File: src/rtl/i2cm_pkg.sv
// ----------------------------------------------------------------------------
// I2C command-then-read master: shared definitions
// Word layouts, phase, action and status codes used by all sequencer files.
// ----------------------------------------------------------------------------
package i2cm_pkg;

   // Width of the read length latch and the byte counter.
   localparam int LEN_W = 8;

   // Controller status codes after masking with the status mask.
   localparam logic [7:0] STATUS_MASK    = 8'hF8;
   localparam logic [7:0] TWS_START      = 8'h08;
   localparam logic [7:0] TWS_REP_START  = 8'h10;
   localparam logic [7:0] TWS_SLAW_ACK   = 8'h18;
   localparam logic [7:0] TWS_DATAW_ACK  = 8'h28;
   localparam logic [7:0] TWS_SLAR_ACK   = 8'h40;
   localparam logic [7:0] TWS_BUS_ERROR  = 8'h00;

   typedef enum logic {
      OP_REQUEST = 1'b0,
      OP_EVENT   = 1'b1
   } opcode_type;

   typedef enum logic [2:0] {
      PH_IDLE      = 3'd0,
      PH_CMD_START = 3'd1,
      PH_CMD_ADDR  = 3'd2,
      PH_CMD_DATA  = 3'd3,
      PH_RD_START  = 3'd4,
      PH_RD_ADDR   = 3'd5,
      PH_RD_DATA   = 3'd6
   } phase_type;

   typedef enum logic [2:0] {
      ACT_NONE      = 3'd0,
      ACT_START     = 3'd1,
      ACT_SEND      = 3'd2,
      ACT_READ_ACK  = 3'd3,
      ACT_READ_NACK = 3'd4,
      ACT_STOP      = 3'd5
   } action_type;

   typedef enum logic [2:0] {
      ST_OK      = 3'd0,
      ST_UNKNOWN = 3'd1,
      ST_UNAVAIL = 3'd2,
      ST_NACKED  = 3'd3,
      ST_BUSY    = 3'd4
   } status_type;

   typedef struct packed {
      logic       opcode;
      logic [6:0] slave_address;
      logic [7:0] command_byte;
      logic [7:0] read_length;
      logic [7:0] bus_status;
      logic [7:0] bus_data;
   } req_word_type;

   typedef struct packed {
      logic [2:0] bus_action;
      logic [7:0] tx_byte;
      logic       rx_valid;
      logic [7:0] rx_byte;
      logic       done_res;
      logic [2:0] status;
   } rsp_word_type;

   // Handshake control passed from the top level to the pipeline stages.
   typedef struct packed {
      logic adv;      // input register moves into the result register
      logic out_free; // result register can be loaded this cycle
   } pipe_ctl_type;

endpackage

File: src/rtl/i2cm_if.sv
// ----------------------------------------------------------------------------
// I2C command-then-read master: channel interfaces
// Valid/ready channels for request words and response words.
// ----------------------------------------------------------------------------
interface i2cm_req_if;
   logic       valid;
   logic       ready;
   logic       opcode;
   logic [6:0] slave_address;
   logic [7:0] command_byte;
   logic [7:0] read_length;
   logic [7:0] bus_status;
   logic [7:0] bus_data;

   modport source (
      output valid, opcode, slave_address, command_byte, read_length,
             bus_status, bus_data,
      input  ready
   );
   modport sink (
      input  valid, opcode, slave_address, command_byte, read_length,
             bus_status, bus_data,
      output ready
   );
endinterface

interface i2cm_rsp_if;
   logic       valid;
   logic       ready;
   logic [2:0] bus_action;
   logic [7:0] tx_byte;
   logic       rx_valid;
   logic [7:0] rx_byte;
   logic       done_res;
   logic [2:0] status;

   modport source (
      output valid, bus_action, tx_byte, rx_valid, rx_byte, done_res, status,
      input  ready
   );
   modport sink (
      input  valid, bus_action, tx_byte, rx_valid, rx_byte, done_res, status,
      output ready
   );
endinterface

File: src/rtl/i2cm_ireg.sv
// ----------------------------------------------------------------------------
// I2C command-then-read master: input register
// Captures one request word and holds it until the sequencer consumes it.
// ----------------------------------------------------------------------------
module i2cm_ireg (
   input  logic                  clock,
   input  logic                  reset,
   i2cm_req_if.sink              req_chan,
   input  i2cm_pkg::pipe_ctl_type ctl,
   output logic                  in_vld,
   output i2cm_pkg::req_word_type in_word
);
   import i2cm_pkg::*;

   logic         vld_ff;
   logic         vld_in;
   req_word_type word_ff;
   logic         take;

   // Free when empty, or when the held word leaves in this cycle.
   assign req_chan.ready = !vld_ff || ctl.adv;
   assign take           = req_chan.valid && req_chan.ready;

   always_comb begin
      vld_in = vld_ff;
      if (take) begin
         vld_in = 1'b1;
      end else if (ctl.adv) begin
         vld_in = 1'b0;
      end
   end

   always_ff @(posedge clock) begin
      if (reset) begin
         vld_ff <= 1'b0;
      end else begin
         vld_ff <= vld_in;
      end
   end

   always_ff @(posedge clock) begin
      if (take) begin
         word_ff.opcode        <= req_chan.opcode;
         word_ff.slave_address <= req_chan.slave_address;
         word_ff.command_byte  <= req_chan.command_byte;
         word_ff.read_length   <= req_chan.read_length;
         word_ff.bus_status    <= req_chan.bus_status;
         word_ff.bus_data      <= req_chan.bus_data;
      end
   end

   assign in_vld  = vld_ff;
   assign in_word = word_ff;

endmodule

File: src/rtl/i2cm_core.sv
// ----------------------------------------------------------------------------
// I2C command-then-read master: transaction sequencer
// Holds the transaction state and decides the next bus action for a word.
// ----------------------------------------------------------------------------
module i2cm_core (
   input  logic                   clock,
   input  logic                   reset,
   input  i2cm_pkg::pipe_ctl_type ctl,
   input  i2cm_pkg::req_word_type in_word,
   output i2cm_pkg::rsp_word_type res
);
   import i2cm_pkg::*;

   phase_type        phase_ff, phase_in;
   logic [6:0]       target_address_ff, target_address_in;
   logic [7:0]       command_latch_ff, command_latch_in;
   logic [LEN_W-1:0] length_latch_ff, length_latch_in;
   logic [LEN_W-1:0] bytes_read_ff, bytes_read_in;
   logic [7:0]       st;
   logic [LEN_W-1:0] cnt_next;
   logic [LEN_W-1:0] cnt_after;

   always_ff @(posedge clock) begin
      if (reset) begin
         phase_ff          <= PH_IDLE;
         target_address_ff <= '0;
         command_latch_ff  <= '0;
         length_latch_ff   <= '0;
         bytes_read_ff     <= '0;
      end else if (ctl.adv) begin
         phase_ff          <= phase_in;
         target_address_ff <= target_address_in;
         command_latch_ff  <= command_latch_in;
         length_latch_ff   <= length_latch_in;
         bytes_read_ff     <= bytes_read_in;
      end
   end

   assign st        = in_word.bus_status & STATUS_MASK;
   assign cnt_next  = bytes_read_ff + LEN_W'(1);
   assign cnt_after = cnt_next + LEN_W'(1);

   always_comb begin
      phase_in          = phase_ff;
      target_address_in = target_address_ff;
      command_latch_in  = command_latch_ff;
      length_latch_in   = length_latch_ff;
      bytes_read_in     = bytes_read_ff;
      res               = '0;

      if (in_word.opcode == OP_REQUEST) begin
         if (phase_ff != PH_IDLE) begin
            res.done_res = 1'b1;
            res.status   = ST_BUSY;
         end else begin
            target_address_in = in_word.slave_address;
            command_latch_in  = in_word.command_byte;
            length_latch_in   = LEN_W'(in_word.read_length);
            bytes_read_in     = '0;
            phase_in          = PH_CMD_START;
            res.bus_action    = ACT_START;
         end
      end else begin
         case (phase_ff)
            PH_IDLE: begin
               res = '0;
            end
            PH_CMD_START: begin
               if (st != TWS_START) begin
                  // A failed first START leaves the bus alone: no STOP.
                  phase_in     = PH_IDLE;
                  res.done_res = 1'b1;
                  res.status   = ST_UNKNOWN;
               end else begin
                  phase_in       = PH_CMD_ADDR;
                  res.bus_action = ACT_SEND;
                  res.tx_byte    = {target_address_ff, 1'b0};
               end
            end
            PH_CMD_ADDR: begin
               if (st != TWS_SLAW_ACK) begin
                  phase_in       = PH_IDLE;
                  res.bus_action = ACT_STOP;
                  res.done_res   = 1'b1;
                  res.status     = ST_UNAVAIL;
               end else begin
                  phase_in       = PH_CMD_DATA;
                  res.bus_action = ACT_SEND;
                  res.tx_byte    = command_latch_ff;
               end
            end
            PH_CMD_DATA: begin
               if (st != TWS_DATAW_ACK) begin
                  phase_in       = PH_IDLE;
                  res.bus_action = ACT_STOP;
                  res.done_res   = 1'b1;
                  res.status     = ST_NACKED;
               end else if (length_latch_ff == '0) begin
                  phase_in       = PH_IDLE;
                  res.bus_action = ACT_STOP;
                  res.done_res   = 1'b1;
                  res.status     = ST_OK;
               end else begin
                  phase_in       = PH_RD_START;
                  res.bus_action = ACT_START;
               end
            end
            PH_RD_START: begin
               if (st != TWS_REP_START) begin
                  phase_in       = PH_IDLE;
                  res.bus_action = ACT_STOP;
                  res.done_res   = 1'b1;
                  res.status     = ST_UNKNOWN;
               end else begin
                  phase_in       = PH_RD_ADDR;
                  res.bus_action = ACT_SEND;
                  res.tx_byte    = {target_address_ff, 1'b1};
               end
            end
            PH_RD_ADDR: begin
               if (st != TWS_SLAR_ACK) begin
                  phase_in       = PH_IDLE;
                  res.bus_action = ACT_STOP;
                  res.done_res   = 1'b1;
                  res.status     = ST_UNAVAIL;
               end else begin
                  phase_in       = PH_RD_DATA;
                  res.bus_action = (length_latch_ff == LEN_W'(1)) ? ACT_READ_NACK
                                                                  : ACT_READ_ACK;
               end
            end
            PH_RD_DATA: begin
               if (st == TWS_BUS_ERROR) begin
                  phase_in       = PH_IDLE;
                  res.bus_action = ACT_STOP;
                  res.done_res   = 1'b1;
                  res.status     = ST_UNKNOWN;
               end else begin
                  bytes_read_in = cnt_next;
                  res.rx_valid  = 1'b1;
                  res.rx_byte   = in_word.bus_data;
                  if (cnt_next == length_latch_ff) begin
                     phase_in       = PH_IDLE;
                     res.bus_action = ACT_STOP;
                     res.done_res   = 1'b1;
                     res.status     = ST_OK;
                  end else if (cnt_after == length_latch_ff) begin
                     res.bus_action = ACT_READ_NACK;
                  end else begin
                     res.bus_action = ACT_READ_ACK;
                  end
               end
            end
            default: begin
               // Unused phase code: drop the transaction and report it.
               phase_in     = PH_IDLE;
               res.done_res = 1'b1;
               res.status   = ST_UNKNOWN;
            end
         endcase
      end
   end

endmodule

File: src/rtl/i2cm_oreg.sv
// ----------------------------------------------------------------------------
// I2C command-then-read master: result register
// Holds one response word until the receiver takes it.
// ----------------------------------------------------------------------------
module i2cm_oreg (
   input  logic                   clock,
   input  logic                   reset,
   input  i2cm_pkg::pipe_ctl_type ctl,
   input  i2cm_pkg::rsp_word_type res,
   i2cm_rsp_if.source             rsp_chan,
   output logic                   out_free
);
   import i2cm_pkg::*;

   logic         vld_ff;
   logic         vld_in;
   rsp_word_type word_ff;

   assign out_free = !vld_ff || rsp_chan.ready;

   always_comb begin
      vld_in = vld_ff;
      if (ctl.adv) begin
         vld_in = 1'b1;
      end else if (rsp_chan.ready) begin
         vld_in = 1'b0;
      end
   end

   always_ff @(posedge clock) begin
      if (reset) begin
         vld_ff <= 1'b0;
      end else begin
         vld_ff <= vld_in;
      end
   end

   always_ff @(posedge clock) begin
      if (ctl.adv) begin
         word_ff <= res;
      end
   end

   assign rsp_chan.valid      = vld_ff;
   assign rsp_chan.bus_action = word_ff.bus_action;
   assign rsp_chan.tx_byte    = word_ff.tx_byte;
   assign rsp_chan.rx_valid   = word_ff.rx_valid;
   assign rsp_chan.rx_byte    = word_ff.rx_byte;
   assign rsp_chan.done_res   = word_ff.done_res;
   assign rsp_chan.status     = word_ff.status;

endmodule

File: src/rtl/i2cm_master_cmd_then_read_fsm_top.sv
// ----------------------------------------------------------------------------
// I2C command-then-read master sequencer, top level
// Write-command / repeated-START / read sequencer driven by bus event words.
// ----------------------------------------------------------------------------
// Usage:
//   The req_chan channel carries two kinds of word. A request word (opcode 0)
//   names the slave address, the command byte and the read length and is
//   answered with START, or with a busy rejection while a transaction runs.
//   An event word (opcode 1) reports the controller status and received byte
//   and is answered with the next bus action on rsp_chan.
//   Every accepted request word produces exactly one response word.
//   Path: an accepted word sits in the input register, is evaluated by the
//   sequencer and lands in the result register once that register is free,
//   and rsp_chan presents it from there as the response.
//   Throughput: one word per cycle while rsp_chan.ready stays high; the
//   per-word work is the phase decode, the status compare and the 8-bit
//   counter increments and compares between the two registers.
//   Stalls: when rsp_chan.ready is low, the result register holds its word
//   and the input register keeps one more, after which req_chan.ready drops.
//   Reset (synchronous, active high) empties both registers and returns the
//   sequencer to idle with all latched fields cleared.
// ----------------------------------------------------------------------------
module i2c_master_cmd_then_read_fsm_top (
   input  logic       clock,
   input  logic       reset,
   i2cm_req_if.sink   req_chan,
   i2cm_rsp_if.source rsp_chan
);
   import i2cm_pkg::*;

   pipe_ctl_type ctl;
   logic         in_vld;
   req_word_type in_word;
   rsp_word_type res;
   logic         out_free;

   // The held request word is evaluated and moved into the result register
   // whenever that register is empty or being drained this cycle.
   assign ctl.out_free = out_free;
   assign ctl.adv      = in_vld && out_free;

   i2cm_ireg u_ireg (
      .clock    (clock),
      .reset    (reset),
      .req_chan (req_chan),
      .ctl      (ctl),
      .in_vld   (in_vld),
      .in_word  (in_word)
   );

   i2cm_core u_core (
      .clock   (clock),
      .reset   (reset),
      .ctl     (ctl),
      .in_word (in_word),
      .res     (res)
   );

   i2cm_oreg u_oreg (
      .clock    (clock),
      .reset    (reset),
      .ctl      (ctl),
      .res      (res),
      .rsp_chan (rsp_chan),
      .out_free (out_free)
   );

endmodule
File: src/flat_wrapper.sv
// flat-port wrapper written by rule: the top's interface ports become plain ports
module i2c_master_cmd_then_read_fsm_top_flat import i2cm_pkg::*;
  (clock, reset, req_chan_valid, req_chan_opcode, req_chan_slave_address, req_chan_command_byte, req_chan_read_length, req_chan_bus_status, req_chan_bus_data, req_chan_ready, rsp_chan_valid, rsp_chan_bus_action, rsp_chan_tx_byte, rsp_chan_rx_valid, rsp_chan_rx_byte, rsp_chan_done_res, rsp_chan_status, rsp_chan_ready);
  i2cm_req_if req_chan_i ();
  i2cm_rsp_if rsp_chan_i ();
  input  logic clock;
  input  logic reset;
  input wire logic [$bits(req_chan_i.valid)-1:0] req_chan_valid;
  input wire logic [$bits(req_chan_i.opcode)-1:0] req_chan_opcode;
  input wire logic [$bits(req_chan_i.slave_address)-1:0] req_chan_slave_address;
  input wire logic [$bits(req_chan_i.command_byte)-1:0] req_chan_command_byte;
  input wire logic [$bits(req_chan_i.read_length)-1:0] req_chan_read_length;
  input wire logic [$bits(req_chan_i.bus_status)-1:0] req_chan_bus_status;
  input wire logic [$bits(req_chan_i.bus_data)-1:0] req_chan_bus_data;
  output wire logic [$bits(req_chan_i.ready)-1:0] req_chan_ready;
  output wire logic [$bits(rsp_chan_i.valid)-1:0] rsp_chan_valid;
  output wire logic [$bits(rsp_chan_i.bus_action)-1:0] rsp_chan_bus_action;
  output wire logic [$bits(rsp_chan_i.tx_byte)-1:0] rsp_chan_tx_byte;
  output wire logic [$bits(rsp_chan_i.rx_valid)-1:0] rsp_chan_rx_valid;
  output wire logic [$bits(rsp_chan_i.rx_byte)-1:0] rsp_chan_rx_byte;
  output wire logic [$bits(rsp_chan_i.done_res)-1:0] rsp_chan_done_res;
  output wire logic [$bits(rsp_chan_i.status)-1:0] rsp_chan_status;
  input wire logic [$bits(rsp_chan_i.ready)-1:0] rsp_chan_ready;
  assign req_chan_i.valid = req_chan_valid;
  assign req_chan_i.opcode = req_chan_opcode;
  assign req_chan_i.slave_address = req_chan_slave_address;
  assign req_chan_i.command_byte = req_chan_command_byte;
  assign req_chan_i.read_length = req_chan_read_length;
  assign req_chan_i.bus_status = req_chan_bus_status;
  assign req_chan_i.bus_data = req_chan_bus_data;
  assign req_chan_ready = req_chan_i.ready;
  assign rsp_chan_valid = rsp_chan_i.valid;
  assign rsp_chan_bus_action = rsp_chan_i.bus_action;
  assign rsp_chan_tx_byte = rsp_chan_i.tx_byte;
  assign rsp_chan_rx_valid = rsp_chan_i.rx_valid;
  assign rsp_chan_rx_byte = rsp_chan_i.rx_byte;
  assign rsp_chan_done_res = rsp_chan_i.done_res;
  assign rsp_chan_status = rsp_chan_i.status;
  assign rsp_chan_i.ready = rsp_chan_ready;
  i2c_master_cmd_then_read_fsm_top u_core (.clock(clock), .reset(reset), .req_chan(req_chan_i), .rsp_chan(rsp_chan_i));
endmodule
File: config.mk
export PLATFORM = sky130hd
export DESIGN_NAME = i2c_master_cmd_then_read_fsm_top_flat
export DESIGN_NICKNAME = d
export VERILOG_FILES = /design/src/rtl/i2cm_pkg.sv /design/src/rtl/i2cm_if.sv /design/src/rtl/i2cm_ireg.sv /design/src/rtl/i2cm_core.sv /design/src/rtl/i2cm_oreg.sv /design/src/rtl/i2cm_master_cmd_then_read_fsm_top.sv /design/src/flat_wrapper.sv
export SDC_FILE = /design/constraint.sdc
export NUM_CORES = 1
export LEC_CHECK = 0
export CAP_MARGIN = 20
export CORE_ASPECT_RATIO = 1.25
export CORE_MARGIN = 2
export CORE_UTILIZATION = 40
export DETAILED_ROUTE_END_ITERATION = 8
export DONT_BUFFER_PORTS = 1
export GPL_ROUTABILITY_DRIVEN = 0
export SLEW_MARGIN = 0
export SYNTH_ARGS = -nofsm -noshare
export SYNTH_HDL_FRONTEND = slang
export SYNTH_HIERARCHICAL = 1
export SYNTH_SLANG_ARGS = --single-unit
export TNS_END_PERCENT = 30
File: constraint.sdc
create_clock -name clock -period 6.5 [get_ports clock]
set_clock_uncertainty 0.1 [all_clocks]
set_input_delay 1.3 -clock clock [delete_from_list [all_inputs] [get_ports clock]]
set_output_delay 1.3 -clock clock [all_outputs]
set_load 0.01 [all_outputs]
# Word level (Yosys, flattened, before mapping)
# Index checks and enable logic that the tools add are counted.
# word_totals
register_bits,100
out_inout_bits,26
wordCells,107
# op_classes
add_sub_neg,2
n_eq_ne,19
n_mux,47
bitwise_logic,3
n_reduce_logical,17
# ops
operator,n
$mux W3,18
$mux W8,6
$mux W4,10
$pmux W4 S7,1
$pmux W8 S3,1
$pmux W3 S7,1
$pmux W3 S6,1
$add A8 B1 Y8 const B,2
$eq A8 B8 Y1,2
$logic_not A8 Y1,2
$mux W10,1
$ne A5 B2 Y1 const B,2
$eq A3 B3 Y1 const B,3
$mux W9,1
$eq A8 B1 Y1 const B,1
$reduce_and A4 Y1,2
$eq A3 B2 Y1 const B,2
$ne A2 B2 Y1 const B,3
$mux W1,5
$ne A5 B1 Y1 const B,1
$ne A5 B3 Y1 const B,1
$ne A5 B4 Y1 const B,1
$mux W2,2
$ne A4 B4 Y1 const B,1
12 further kinds,18

# Logic depth before layout (Yosys ltp)
# logic_depth
word_depth,8
depth_mapped,9

# Cells and area by module
# The synthesis kept the hierarchy.
# by_module_without_submodules
module,instances,cells_each,area_each_um2,seq_area_each_um2
i2cm_core,1,340,2479.9,680.7
i2cm_ireg,1,45,1256.2,1221.2
i2cm_oreg,1,28,767.0,740.7
i2c_master_cmd_then_read_fsm_top,1,1,6.3,0.0

# Least setup slack after synthesis
# No wires, ideal clock.
# synth_path
path_kind,input to output
startpoint,in rsp_chan_ready
endpoint,out req_chan_ready
arrival_ns,2.379
slack_ns,2.721
cell_stages,3
n_path_buf,0
path_cell_list,nand2b_4 and2_1 nand2b_4
# synth_lines
element,line,rtl
start: declaration,flat_wrapper.sv:23,input wire logic [$bits(rsp_chan_i.ready)-1:0] rsp_chan_ready;
end: declaration,flat_wrapper.sv:15,output wire logic [$bits(req_chan_i.ready)-1:0] req_chan_ready;

==> flow_metrics.tcl <==
set metrics [dict create \
    gr-total-overflow 0 \
    worstSkewPairLatency_ns 0.34 \
    powerDensity_mw_per_mm2 270 \
    required_ns 5.10 \
    ir_drop_mv 0.171 \
    num_rows 42 \
    whs_ns 0.350 \
    min_path_type "reg -> reg" \
    synth_area_mm2 0.00442 \
    cp-start-kind "input pin" \
    first_global_vias 2936 \
    postSynthCellCount 411 \
    drv_slew 0 \
    rsz0062_at_grt "no" \
    grt_max_degree 38 \
    slowest_stage "and2_1" \
    r2r_cells 7 \
    ant_nets 0 \
    setup_viol 0 \
    clk_pin_slew_ns 0.06 \
    antenna_found_initial 0 \
    cts_buffers 9 \
    layout-drive-gt1-share_pct 8.17 \
    synthesis.area_per_instance_um2 10.8 \
    setup_ws_ns 2.82 \
    worstPathArrival_ns 2.28 \
    tightestPinTransition_ns 0.848 \
    clockRootBuffer "clkbuf_16" \
    htreeDepth 3 \
    dp_worst_setup_slack_ns 2.77 \
    slowest_delay_ns 0.58 \
    drt_iter0_drc 176 \
    diodes 0 \
    grtUsageTotal_pct 15.5 \
    vias_per_cell 5.55 \
    initial_core_util_pct 41.4 \
    critPathMostFrequentCell "nand2b_4" \
    fin_crit_ns 3.68 \
    cp-end-kind "output pin" \
    ctsResizeCount 0 \
    core_mm2 0.0107 \
    cts.sinks 97 \
    period_share_pct 56.7 \
    vias 2974 \
    dp_hpwl_um 6010 \
    ys_warn_count 6 \
    stdcell_area_mm2 0.00473 \
    dieArea_mm2 0.0119 \
    fillerInstances 999 \
    grt_pass1_wl_um 14600 \
    ios 70 \
    area_growth_pct 6.94 \
    crit_fanout 17 \
    hold_depth 2 \
    syn_nets 458 \
    die_w_um 98.0 \
    dieHeight_um 122 \
    cts_hold_buffers 0 \
    postPlaceCellArea_mm2 0.00444 \
    hold_viol_final 0 \
    drc_errors 0 \
    io_buffers 0 \
    dr.pass1.iters 4 \
    path_class "in -> out" \
    cts_buffer_depth 2 \
    rrSetupSlack_ns 3.61 \
    setup_tns_ns 0 \
    power_leakage_nw 1.55 \
    crit_chain "nand2b_4, and2_1, nand2b_4" \
    drv_cap 0 \
    post_cts_buffers 0 \
    cts_tree "done" \
    max_freq_mhz 272 \
    wl_per_cell_um 16.5 \
    nets 446 \
    status "completed" \
    drt_wl_total_um 8830 \
    max-slew-margin-rel_pct 43.3 \
]
-- layout make-up --
class	count	area, um^2	share of cell area, %
Tap cell	132	165	3.49
Timing Repair Buffer	1	7.51	0.159
Inverter	9	33.8	0.715
Clock buffer	9	225	4.77
Multi-Input combinational cell	281	1680	35.5
Clock inverter	7	63.8	1.35
Sequential cell	97	2550	54.0
-- placed cells by master (no fill, tap or decap), types with 2 or more instances in the layout --
cell type   instances
and3b_1             2
nand2b_4            2
nand4b_1            3
xnor2_1            12
nand2_1            61
mux2i_1             2
a21oi_1            39
clkbuf_16           9
edfxtp_1           61
nand4_1             4
nand3_1            12
nand2b_1            2
or4_1               2
nor2b_1             8
or3_1               3
inv_1               8
a211oi_1            2
nor4_1              4
a41oi_1             2
nor3_1             10
ha_1                3
clkinvlp_4          2
and2_1             12
nor2_1             23
o211ai_1            2
and2_2              2
o21ai_0            15
a21oi_2             2
and3_1              6
o21a_1              2
xor2_1              6
dfxtp_1            36
o221ai_1            3
inv_8               2
clkinv_4            2
a22oi_1            10
a21boi_0            3
nor3b_1             2
-- critical path: cells and delay by family --
kind	cells	cell delay, ns
simple gates	3	0.98
-- final timing paths --
path	startpoint	end
worst max-delay path	rsp_chan_ready	req_chan_ready
worst min-delay path	u_core/u_core/target_address_ff[3]	u_core/u_core/target_address_ff[3]
worst max register to register	u_core/u_core/bytes_read_ff[0]	u_core/u_oreg/rsp_chan.bus_action[0]
worst min register to register	u_core/u_core/target_address_ff[3]	u_core/u_core/target_address_ff[3]
-- metal layers --
metal	track usage, %	vias to the layer above	part of all wire, %
met2	25.1	89	50
met3	4.78	18	6.1
met5	0	-	0
met4	8.33	0	3.3
li1	-	1459	-
met1	18.5	1408	41
-- state kept, by name, indices dropped and copies added (netlist names) --
signal                             flops
u_core/u_core/bytes_read_ff            8
u_core/u_core/command_latch_ff         8
u_core/u_core/length_latch_ff          8
u_core/u_core/phase_ff                 3
u_core/u_core/target_address_ff        7
u_core/u_ireg/in_vld                   1
u_core/u_ireg/in_word                 37
u_core/u_oreg/rsp_chan.bus_action      3
u_core/u_oreg/rsp_chan.done_res        1
u_core/u_oreg/rsp_chan.rx_byte         8
u_core/u_oreg/rsp_chan.rx_valid        1
u_core/u_oreg/rsp_chan.status          3
u_core/u_oreg/rsp_chan.tx_byte         8
u_core/u_oreg/rsp_chan.valid           1
-- through the flow --
| step | instances | total power, mW | utilization, % |
|---|---|---|---|
| finish | 536 | 1.28 | 44.3 |
| floorplan | 411 | 0.768 | - |
| global route | 536 | 1.33 | 44.3 |
| detailed placement | 520 | 0.782 | 41.6 |
| CTS | 536 | 1.29 | 44.3 |
| global placement | 520 | 0.780 | 41.6 |
-- where the power goes --
group | internal [mW] | switching [mW] | leakage (nW)
registers | 0.688 | 0.0227 | 0.881
clock network | 0.267 | 0.240 | 0.136
logic | 0.0187 | 0.0384 | 0.531
(Power assumes the default switching activity.)
